[config.mk]
export PLATFORM = sky130hd
export DESIGN_NAME = alarm_command_parser
export DESIGN_NICKNAME = d
export VERILOG_FILES = /design/src/design/acp_pkg.sv /design/src/design/alarm_command_parser.sv /design/src/design/acp_parser.sv
export SDC_FILE = /design/constraint.sdc
export NUM_CORES = 1
export LEC_CHECK = 0
export ABC_AREA = 1
export BUFFER_PORTS_ARGS = -buffer_cell sky130_fd_sc_hd__buf_2
export CORE_AREA = 2 2 174 133
export DETAILED_ROUTE_END_ITERATION = 6
export DIE_AREA = 0 0 176 135
export PLACE_DENSITY = 0.92
export SYNTH_ARGS = -nofsm -noshare
export SYNTH_HDL_FRONTEND = slang
export SYNTH_SLANG_ARGS = --single-unit
[constraint.sdc]
create_clock -name clk -period 11.65 [get_ports clk]
set_clock_uncertainty 0.2 [all_clocks]
set_input_delay 1.165 -clock clk [delete_from_list [all_inputs] [get_ports clk]]
set_output_delay 1.165 -clock clk [all_outputs]
set_load 0.03 [all_outputs]
[src/design/acp_pkg.sv]
`timescale 1ns / 1ps
// ----------------------------------------------------------------------------
// Alarm command parser package
// Shared types and constants: command codes, action codes, the ASCII
// characters of the command syntax and the threshold limits.
// ----------------------------------------------------------------------------
package acp_pkg;

    // Command codes carried in the input tuser.
    localparam logic [1:0] CMD_APPEND = 2'd0;
    localparam logic [1:0] CMD_EXEC   = 2'd1;
    localparam logic [1:0] CMD_CLEAR  = 2'd2;

    // Only the first bytes of the buffer are ever parsed.
    localparam int PARSE_BYTES = 10;

    // Width of the signed digit sum: covers -48*1111 .. 207*1111.
    localparam int SUM_W = 19;

    localparam logic [9:0] THRESH_MAX = 10'd1000;

    localparam logic [7:0] CHAR_ZERO  = 8'd48;
    localparam logic [7:0] CHAR_SLASH = "/";
    localparam logic [7:0] CHAR_A     = "A";
    localparam logic [7:0] CHAR_L     = "L";
    localparam logic [7:0] CHAR_M     = "M";
    localparam logic [7:0] CHAR_H     = "H";
    localparam logic [7:0] CHAR_ONE   = "1";
    localparam logic [7:0] CHAR_TWO   = "2";

    localparam logic [23:0] TAIL_PTB = "PTB";
    localparam logic [23:0] TAIL_ING = "ING";
    localparam logic [23:0] TAIL_GER = "GER";

    localparam logic [1:0] LANG_PTB = 2'd0;
    localparam logic [1:0] LANG_ING = 2'd1;
    localparam logic [1:0] LANG_GER = 2'd2;

    typedef enum logic [1:0] {
        ACT_NONE  = 2'd0,
        ACT_LANG  = 2'd1,
        ACT_ALARM = 2'd2
    } action_t;

    // The parsed head of the command buffer, byte 0 in the lowest lane.
    typedef logic [PARSE_BYTES-1:0][7:0] bytes_t;

    typedef struct packed {
        logic [9:0] ch2_high;
        logic [9:0] ch2_low;
        logic [9:0] ch1_high;
        logic [9:0] ch1_low;
    } thresh_t;

    typedef struct packed {
        action_t    action;
        logic [1:0] lang;
        thresh_t    thr;
    } result_t;

endpackage

[src/design/alarm_command_parser.sv]
`timescale 1ns / 1ps
// ----------------------------------------------------------------------------
// Alarm command parser
// Collects command bytes and executes language and alarm threshold commands.
// ----------------------------------------------------------------------------
// Usage:
// Each input transaction on the s_axis channel carries a command in tuser
// (append, execute or clear) and a character in tdata. Appends write the
// character at a pointer that wraps after BUFFER_DEPTH bytes; clear refills
// the buffer with ASCII zero and rewinds the pointer; execute parses the
// buffer for a language or an alarm threshold command.
// Every input transaction yields exactly one output transaction on m_axis
// holding the four thresholds, the language and the action after the step.
// The input register captures each accepted transaction, then the parser and
// state update feed the output register. A new transaction is accepted every
// cycle while the output register can take a result.
// When the receiver stalls, the output register holds its transaction and
// the input register holds one more; s_axis_tready drops only when both
// are full. Reset empties both registers, fills the buffer with ASCII zero,
// sets low thresholds to 0, high thresholds to 1000 and language to 0.
// ----------------------------------------------------------------------------
module alarm_command_parser
#(
    parameter int BUFFER_DEPTH = 15
)
(
    input  logic        clk,
    input  logic        rst_n,
    input  logic        s_axis_tvalid,
    output logic        s_axis_tready,
    input  logic [7:0]  s_axis_tdata,   // char_in[7:0]
    input  logic [1:0]  s_axis_tuser,   // command[1:0]
    output logic        m_axis_tvalid,
    input  logic        m_axis_tready,
    output logic [47:0] m_axis_tdata    // ch1_low, ch1_high, ch2_low, ch2_high,
                                        // lang_sel, action, zero padding
);

    localparam int PTR_W = $clog2(BUFFER_DEPTH);

    logic                 s1_valid_reg;
    logic [1:0]           s1_cmd_reg;
    logic [7:0]           s1_char_reg;
    logic                 s1_fire;

    acp_pkg::bytes_t      bytes_reg;
    acp_pkg::bytes_t      bytes_next;
    logic [PTR_W-1:0]     ptr_reg;
    logic [PTR_W-1:0]     ptr_next;
    acp_pkg::thresh_t     thr_reg;
    logic [1:0]           lang_reg;

    acp_pkg::result_t     result;
    logic                 out_valid_reg;
    acp_pkg::result_t     out_data_reg;

    // Input register advances whenever the output register can take a result.
    assign s1_fire       = s1_valid_reg && (!out_valid_reg || m_axis_tready);
    assign s_axis_tready = !s1_valid_reg || s1_fire;

    always_ff @(posedge clk or negedge rst_n)
    begin
        if (!rst_n)
        begin
            s1_valid_reg <= 1'b0;
        end
        else if (s_axis_tready)
        begin
            s1_valid_reg <= s_axis_tvalid;
        end
    end

    always_ff @(posedge clk)
    begin
        if (s_axis_tready && s_axis_tvalid)
        begin
            s1_cmd_reg  <= s_axis_tuser;
            s1_char_reg <= s_axis_tdata;
        end
    end

    // Execute decoding and threshold update.
    acp_parser u_parser
    (
        .do_exec   (s1_cmd_reg == acp_pkg::CMD_EXEC),
        .buf_bytes (bytes_reg),
        .thr_cur   (thr_reg),
        .lang_cur  (lang_reg),
        .result    (result)
    );

    // Buffer and pointer update; bytes past the parsed head are never read.
    always_comb
    begin
        bytes_next = bytes_reg;
        ptr_next   = ptr_reg;
        if (s1_fire)
        begin
            case (s1_cmd_reg)
                acp_pkg::CMD_APPEND:
                begin
                    for (int i = 0; i < acp_pkg::PARSE_BYTES; i++)
                    begin
                        if (ptr_reg == PTR_W'(i))
                        begin
                            bytes_next[i] = s1_char_reg;
                        end
                    end
                    ptr_next = (ptr_reg == PTR_W'(BUFFER_DEPTH - 1)) ?
                               '0 : ptr_reg + 1'b1;
                end
                acp_pkg::CMD_CLEAR:
                begin
                    bytes_next = {acp_pkg::PARSE_BYTES{acp_pkg::CHAR_ZERO}};
                    ptr_next   = '0;
                end
                default:
                begin
                    bytes_next = bytes_reg;
                    ptr_next   = ptr_reg;
                end
            endcase
        end
    end

    // Block state.
    always_ff @(posedge clk or negedge rst_n)
    begin
        if (!rst_n)
        begin
            bytes_reg        <= {acp_pkg::PARSE_BYTES{acp_pkg::CHAR_ZERO}};
            ptr_reg          <= '0;
            thr_reg.ch1_low  <= '0;
            thr_reg.ch1_high <= acp_pkg::THRESH_MAX;
            thr_reg.ch2_low  <= '0;
            thr_reg.ch2_high <= acp_pkg::THRESH_MAX;
            lang_reg         <= acp_pkg::LANG_PTB;
        end
        else
        begin
            bytes_reg <= bytes_next;
            ptr_reg   <= ptr_next;
            if (s1_fire)
            begin
                thr_reg  <= result.thr;
                lang_reg <= result.lang;
            end
        end
    end

    // Output register.
    always_ff @(posedge clk or negedge rst_n)
    begin
        if (!rst_n)
        begin
            out_valid_reg <= 1'b0;
        end
        else if (s1_fire)
        begin
            out_valid_reg <= 1'b1;
        end
        else if (m_axis_tready)
        begin
            out_valid_reg <= 1'b0;
        end
    end

    always_ff @(posedge clk)
    begin
        if (s1_fire)
        begin
            out_data_reg <= result;
        end
    end

    assign m_axis_tvalid = out_valid_reg;
    assign m_axis_tdata  = {4'b0000, out_data_reg};

    // Checks on the block's own invariants.
    a_ch1_order: assert property (@(posedge clk) disable iff (!rst_n)
        m_axis_tvalid |-> (m_axis_tdata[9:0] < m_axis_tdata[19:10]))
        else $error("channel one low threshold not below high threshold");

    a_ch2_order: assert property (@(posedge clk) disable iff (!rst_n)
        m_axis_tvalid |-> (m_axis_tdata[29:20] < m_axis_tdata[39:30]))
        else $error("channel two low threshold not below high threshold");

    a_ptr_range: assert property (@(posedge clk) disable iff (!rst_n)
        ptr_reg <= PTR_W'(BUFFER_DEPTH - 1))
        else $error("write pointer beyond buffer depth");

    a_lang_hold: assert property (@(posedge clk) disable iff (!rst_n)
        (s1_fire && (result.action != acp_pkg::ACT_LANG)) |=>
        (lang_reg == $past(lang_reg)))
        else $error("language changed without a language command");

endmodule

[src/design/acp_parser.sv]
`timescale 1ns / 1ps
// ----------------------------------------------------------------------------
// Alarm command parser: execute decoder
// Decodes the language and alarm commands held in the head of the buffer
// and works out the thresholds, language and action after an execute.
// ----------------------------------------------------------------------------
module acp_parser
(
    input  logic            do_exec,
    input  acp_pkg::bytes_t buf_bytes,
    input  acp_pkg::thresh_t thr_cur,
    input  logic [1:0]      lang_cur,
    output acp_pkg::result_t result
);

    logic [23:0]                    lang_tail;
    logic                           lang_cmd;
    logic                           alarm_cmd;
    logic                           ch_one;
    logic                           ch_two;
    logic signed [acp_pkg::SUM_W-1:0] digit [4];
    logic signed [acp_pkg::SUM_W-1:0] sum;
    logic [9:0]                     value;

    // Language tail sits in bytes 2 to 4, first character highest.
    assign lang_tail = {buf_bytes[2], buf_bytes[3], buf_bytes[4]};
    assign lang_cmd  = (buf_bytes[1] == acp_pkg::CHAR_L);
    assign alarm_cmd = (buf_bytes[0] == acp_pkg::CHAR_SLASH) &&
                       (buf_bytes[1] == acp_pkg::CHAR_A) &&
                       (buf_bytes[2] == acp_pkg::CHAR_L) &&
                       (buf_bytes[3] == acp_pkg::CHAR_M);
    assign ch_one    = (buf_bytes[4] == acp_pkg::CHAR_ONE);
    assign ch_two    = (buf_bytes[4] == acp_pkg::CHAR_TWO);

    // Digits are taken as unsigned bytes less ASCII zero, so may be negative.
    always_comb
    begin
        for (int i = 0; i < 4; i++)
        begin
            digit[i] = $signed({{(acp_pkg::SUM_W-8){1'b0}}, buf_bytes[6+i]})
                       - $signed(acp_pkg::SUM_W'(acp_pkg::CHAR_ZERO));
        end
    end

    // Constant-weight sum, then clipped to the threshold range.
    assign sum = digit[0] * $signed(acp_pkg::SUM_W'(1000))
               + digit[1] * $signed(acp_pkg::SUM_W'(100))
               + digit[2] * $signed(acp_pkg::SUM_W'(10))
               + digit[3];

    always_comb
    begin
        if (sum < 0)
        begin
            value = '0;
        end
        else if (sum > $signed(acp_pkg::SUM_W'(acp_pkg::THRESH_MAX)))
        begin
            value = acp_pkg::THRESH_MAX;
        end
        else
        begin
            value = sum[9:0];
        end
    end

    // Apply the decoded command; a rejected value keeps the old threshold.
    always_comb
    begin
        result.thr    = thr_cur;
        result.lang   = lang_cur;
        result.action = acp_pkg::ACT_NONE;
        if (do_exec)
        begin
            if (lang_cmd)
            begin
                if (lang_tail == acp_pkg::TAIL_PTB)
                begin
                    result.lang   = acp_pkg::LANG_PTB;
                    result.action = acp_pkg::ACT_LANG;
                end
                else if (lang_tail == acp_pkg::TAIL_ING)
                begin
                    result.lang   = acp_pkg::LANG_ING;
                    result.action = acp_pkg::ACT_LANG;
                end
                else if (lang_tail == acp_pkg::TAIL_GER)
                begin
                    result.lang   = acp_pkg::LANG_GER;
                    result.action = acp_pkg::ACT_LANG;
                end
            end
            if (alarm_cmd && (ch_one || ch_two))
            begin
                if (buf_bytes[5] == acp_pkg::CHAR_H)
                begin
                    result.action = acp_pkg::ACT_ALARM;
                    if (ch_one && (value > thr_cur.ch1_low))
                    begin
                        result.thr.ch1_high = value;
                    end
                    if (ch_two && (value > thr_cur.ch2_low))
                    begin
                        result.thr.ch2_high = value;
                    end
                end
                else if (buf_bytes[5] == acp_pkg::CHAR_L)
                begin
                    result.action = acp_pkg::ACT_ALARM;
                    if (ch_one && (value < thr_cur.ch1_high))
                    begin
                        result.thr.ch1_low = value;
                    end
                    if (ch_two && (value < thr_cur.ch2_high))
                    begin
                        result.thr.ch2_low = value;
                    end
                end
            end
        end
    end

endmodule

* After elaboration in Yosys (flattened, before gate mapping)
Cells that the tools add are included.
Word-level totals: latch bits 0, memories kept 0, bits in writable memories 0, output and inout bits 50, ROM bits 0, word-level logic and storage cells 143, flip-flop bits (word level) 182
Cells by class: reduce and logical (&&, ||, !) cells 30, bitwise logic cells 0, mux-type cells 36, add/sub/neg operators 8, shift operators 0, multiply operators 3, equality and inequality tests 34, order comparisons 6, div/mod/pow operators 0
Operators by type and width (count):
- $pmux W80 S2 | 1
- $mux W10 | 12
- $mux W8 | 10
- $eq A24 B23 Y1 const B | 3
- $eq A8 B7 Y1 const B | 6
- $mux W42 | 1
- $mux W40 | 1
- $add A19 B19 Y19 | 2
- $sub A8 B6 Y9 const B | 4
- $reduce_and A3 Y1 | 10
- $eq A8 B6 Y1 const B | 3
- $gt A10 B10 Y1 | 2
- $lt A10 B10 Y1 | 2
- $ne A2 B2 Y1 const B | 10
- $add A19 B9 Y19 | 1
- $gt A19 B11 Y1 const B | 1
- $lt A19 B1 Y1 const B | 1
- $mul A19 B4 Y18 const B | 1
- $mul A19 B6 Y17 const B | 1
- $mul A19 B8 Y16 const B | 1
- $eq A4 B3 Y1 const B | 4
- $mux W4 | 4
- $eq A4 B4 Y1 const B | 3
- $logic_and A1 B1 Y1 | 10
- other kinds (15) | 23

* Longest topological paths before layout
depth after elaboration 15, mapped depth 56, gate-level depth less buffers 55

* By module
Synthesis repeated with hierarchy kept, for this count alone.
Second synthesis, totals: cells, all modules 1712, area, all modules 14022.2 sq um
Modules (own cells, without submodules):
- acp_parser | instances 1, cells each 1040, area each 7018.0 sq um, seq. area each 0.0 sq um
- alarm_command_parser | instances 1, cells each 672, area each 7004.2 sq um, seq. area each 4864.7 sq um

* Worst setup path before layout
No wires, ideal clock.
path kind reg2reg, start point register bytes_reg[53] in the netlist's numbering, end point register out_data_reg (netlist bit m_axis_tdata[5]), data pin, library setup time 0.250 ns, data arrival time 8.580 ns, clock period less this slack 9.029 ns, stages on the path, launching flop included 49, setup slack 2.621 ns, data required time 11.200 ns, buffers on the path 1, cell sequence dfstp_2 -> nand2_1 -> inv_1 -> nor2_1 -> xor2_1 -> inv_1 -> nor2_1 -> inv_1 -> nand2_1 -> inv_1 -> ha_1 -> fa_1 -> fa_1 -> inv_1 -> fa_1 -> inv_1 -> ha_1 -> nand2_1 -> [... 13 more ...] -> nand2_1 -> nor2_1 -> nand3_1 -> nand2_1 -> nand3_2 -> or2_2 -> nand2_1 -> inv_1 -> ha_1 -> a21oi_1 -> nor2_1 -> o21ai_0 -> nand3_1 -> nor4_1 -> buf_2 -> nand3_1 -> nand2_1 -> inv_1
RTL lines:
- from (decl) | line alarm_command_parser.sv:46 | acp_pkg::bytes_t bytes_reg;
- from (signal assigned) | line alarm_command_parser.sv:131 | bytes_reg <= {acp_pkg::PARSE_BYTES{acp_pkg::CHAR_ZERO}};
- from (signal assigned) | line alarm_command_parser.sv:141 | bytes_reg <= bytes_next;
- to (signal assigned) | line alarm_command_parser.sv:172 | out_data_reg <= result;
- to (decl) | line alarm_command_parser.sv:55 | acp_pkg::result_t out_data_reg;

==> metrics.cfg <==
[sta]
period_share_pct=91.2
rsz0062_at_grt=no
setup_tns_ns=0
slew_headroom_pct=24.1
fmax_mhz=94.1
final-hold-violation-count=0
setup_violations=0
tightest_slew_ns=1.14
slew_violations=0
min_period_ns=10.62

[critical_path]
cp_data_arrival_time_ns=10.77
r2r_start=bytes_reg[53]
cpPeakStageDelay_ns=0.64
critical_path_required_ns=11.80
cp-startpoint=bytes_reg[53]
cp-start-kind=register
critical_path.slowest_cell=o21ai_0
crit_path_max_fanout=20
path_class=register to register
crit_buf_inv=8
cp_top_family=adder cells
crit_path_end_kind=register

[outcome]
violations=DRC
status=finished, violations left

[placed_design]
place_hpwl_um=24500
place.gp.congestion=0.942
port-buffer-count=59

[clock_tree]
cts_resized=0
clk_path_buf_depth=2
clkSinkCount=182
cts-root-buf=clkbuf_16
post_cts_buffers=0
cts_tree=built
cts_buffers=17
postCtsHoldBufs=0
path_clk_slew_ns=0.07
worstSkewPairLatency_ns=0.45
htreeDepth=4

[floorplan]
initial_utilization_pct=62.5
fp.dieArea_sq_um=23800
die_y_um=135
ios=64
die_x_um=176
core_area_sq_um=21900
placementRows=47

[job]
cap_violations=0

[yosys]
synth.area.top_cells=dfrtp_1, ha_1, edfxtp_1, nand2_1, fa_1
avgSynthCellArea_sq_um=8.36
synth_top_area_share_pct=17.5
synth_seq_area_share_pct=35.5
synth_edf_count=54
ys_seq_elements=182
synth_cell_types=53
syn_area_sq_um=13700
async_flop_share_pct=70.3
yosys_warnings=0
ys.flop_type=dfrtp_1
syn_inst=1639
yosysTopAreaCell=dfrtp_1

[drt]
final_antenna_net_count=0
dr_total_vias=11200
via_per_inst=5.60
drt_iter0_markers=1052
wirelength_um=32000
post_drt_wl_per_cell_um=16.0
drc_errors=10
drtPass1Iterations=7

[grt]
grt_max_degree=105
grt_pass1_wl_um=52800
grt_overflow_total=0
grt_pass1_vias=10900
antenna_found_initial=0
groute.usage.overall_pct=28.0

[worst_hold_path]
hold_path.class=register to register
min_from=thr_reg[9]

[finish]
layout_common_cells=nand2_1, inv_1, ha_1
largest_register_ffs=80
drive_gt1_share_pct=10.6
nNetsFinal=1915
layout_commonest_cell=nand2_1
diodes=0
synthToLayoutAreaGrowth_pct=8.23

[metrics by stage]
stage / worst slack (ns) / std cells / utilization, % / hold WS (ns) / area, sq um
after floorplan: 2.62 / 1643 / - / 0.249 / 13700
after CTS: 1.23 / 2003 / 67.6 / 0.285 / 14800
after global placement: 1.82 / 1971 / 65.0 / 0.262 / 14300
final: 1.03 / 2003 / 67.6 / 0.283 / 14800
after global routing: 0.220 / 2003 / 67.6 / 0.310 / 14800
after detailed placement: 1.28 / 1971 / 65.0 / 0.266 / 14300
[tightest hold or removal path, cell delays in order, from the launching register on]
cell and delay (ns):
dfrtp_1 0.35, nand2_1 0.05, nand2_1 0.05
[cells in the mapped netlist (4+ instances only)]
master / n
inv_2: 5
o211ai_1: 4
inv_1: 303
xor2_1: 27
nor4_1: 8
nand2_1: 386
a21oi_1: 54
xnor2_1: 17
nand2_2: 17
dfrtp_1: 96
dfstp_2: 32
fa_1: 66
nand3b_1: 6
nand4_1: 22
buf_2: 4
clkbuf_1: 14
nor2_1: 88
o21ai_0: 124
nand3_2: 15
ha_1: 139
a32oi_1: 5
nand3_1: 72
nor3_1: 23
edfxtp_1: 54
buf_4: 4
[cell type report]
| cell class | count | area [sq um] |
|---|---|---|
| repair buffers | 63 | 328 |
| fillers | 1641 | 7100 |
| multi-input cells | 1123 | 7530 |
| inverters | 309 | 1160 |
| well taps | 294 | 368 |
| clock inverters | 14 | 155 |
| flip-flops and latches | 182 | 4860 |
| clock buffers | 18 | 429 |
[per-layer routing]
layer	vias to the layer above	routed length, um	track usage [%]
li1	5355	-	-
met1	5350	14300	39.7
met2	466	14800	45.5
met3	47	2520	4.76
met4	0	423	6.70
met5	-	0	0
[cell families (layout without fill, tap and decap cells)]
group           count (synthesis)  count (layout)  synth area share [%]
xor+xnor                       44              44                  2.81
compound gates                211             211                  8.40
fa+ha+maj                     205             205                  22.3
simple gates                  658             658                  21.2
buf+inv                       338             404                  9.73
flops                         182             182                  35.5
other cells                     1               5                0.0274
[path summary, 6_finish.rpt]
path | endpoint | slack [ns] | depth (start not counted)
hold / removal | thr_reg[9] | 0.28 | 2
max in group asynchronous | thr_reg[12] | 9.29 | 2
hold reg to reg | thr_reg[9] | 0.28 | 2
setup / recovery | thr_reg[38] | 1.03 | 44
min in group asynchronous | bytes_reg[27] | 0.59 | 1
setup reg to reg | thr_reg[38] | 1.03 | 44
Power is not shown: default switching activity piles up to over one toggle a cycle in this logic, so the estimate is an artifact.
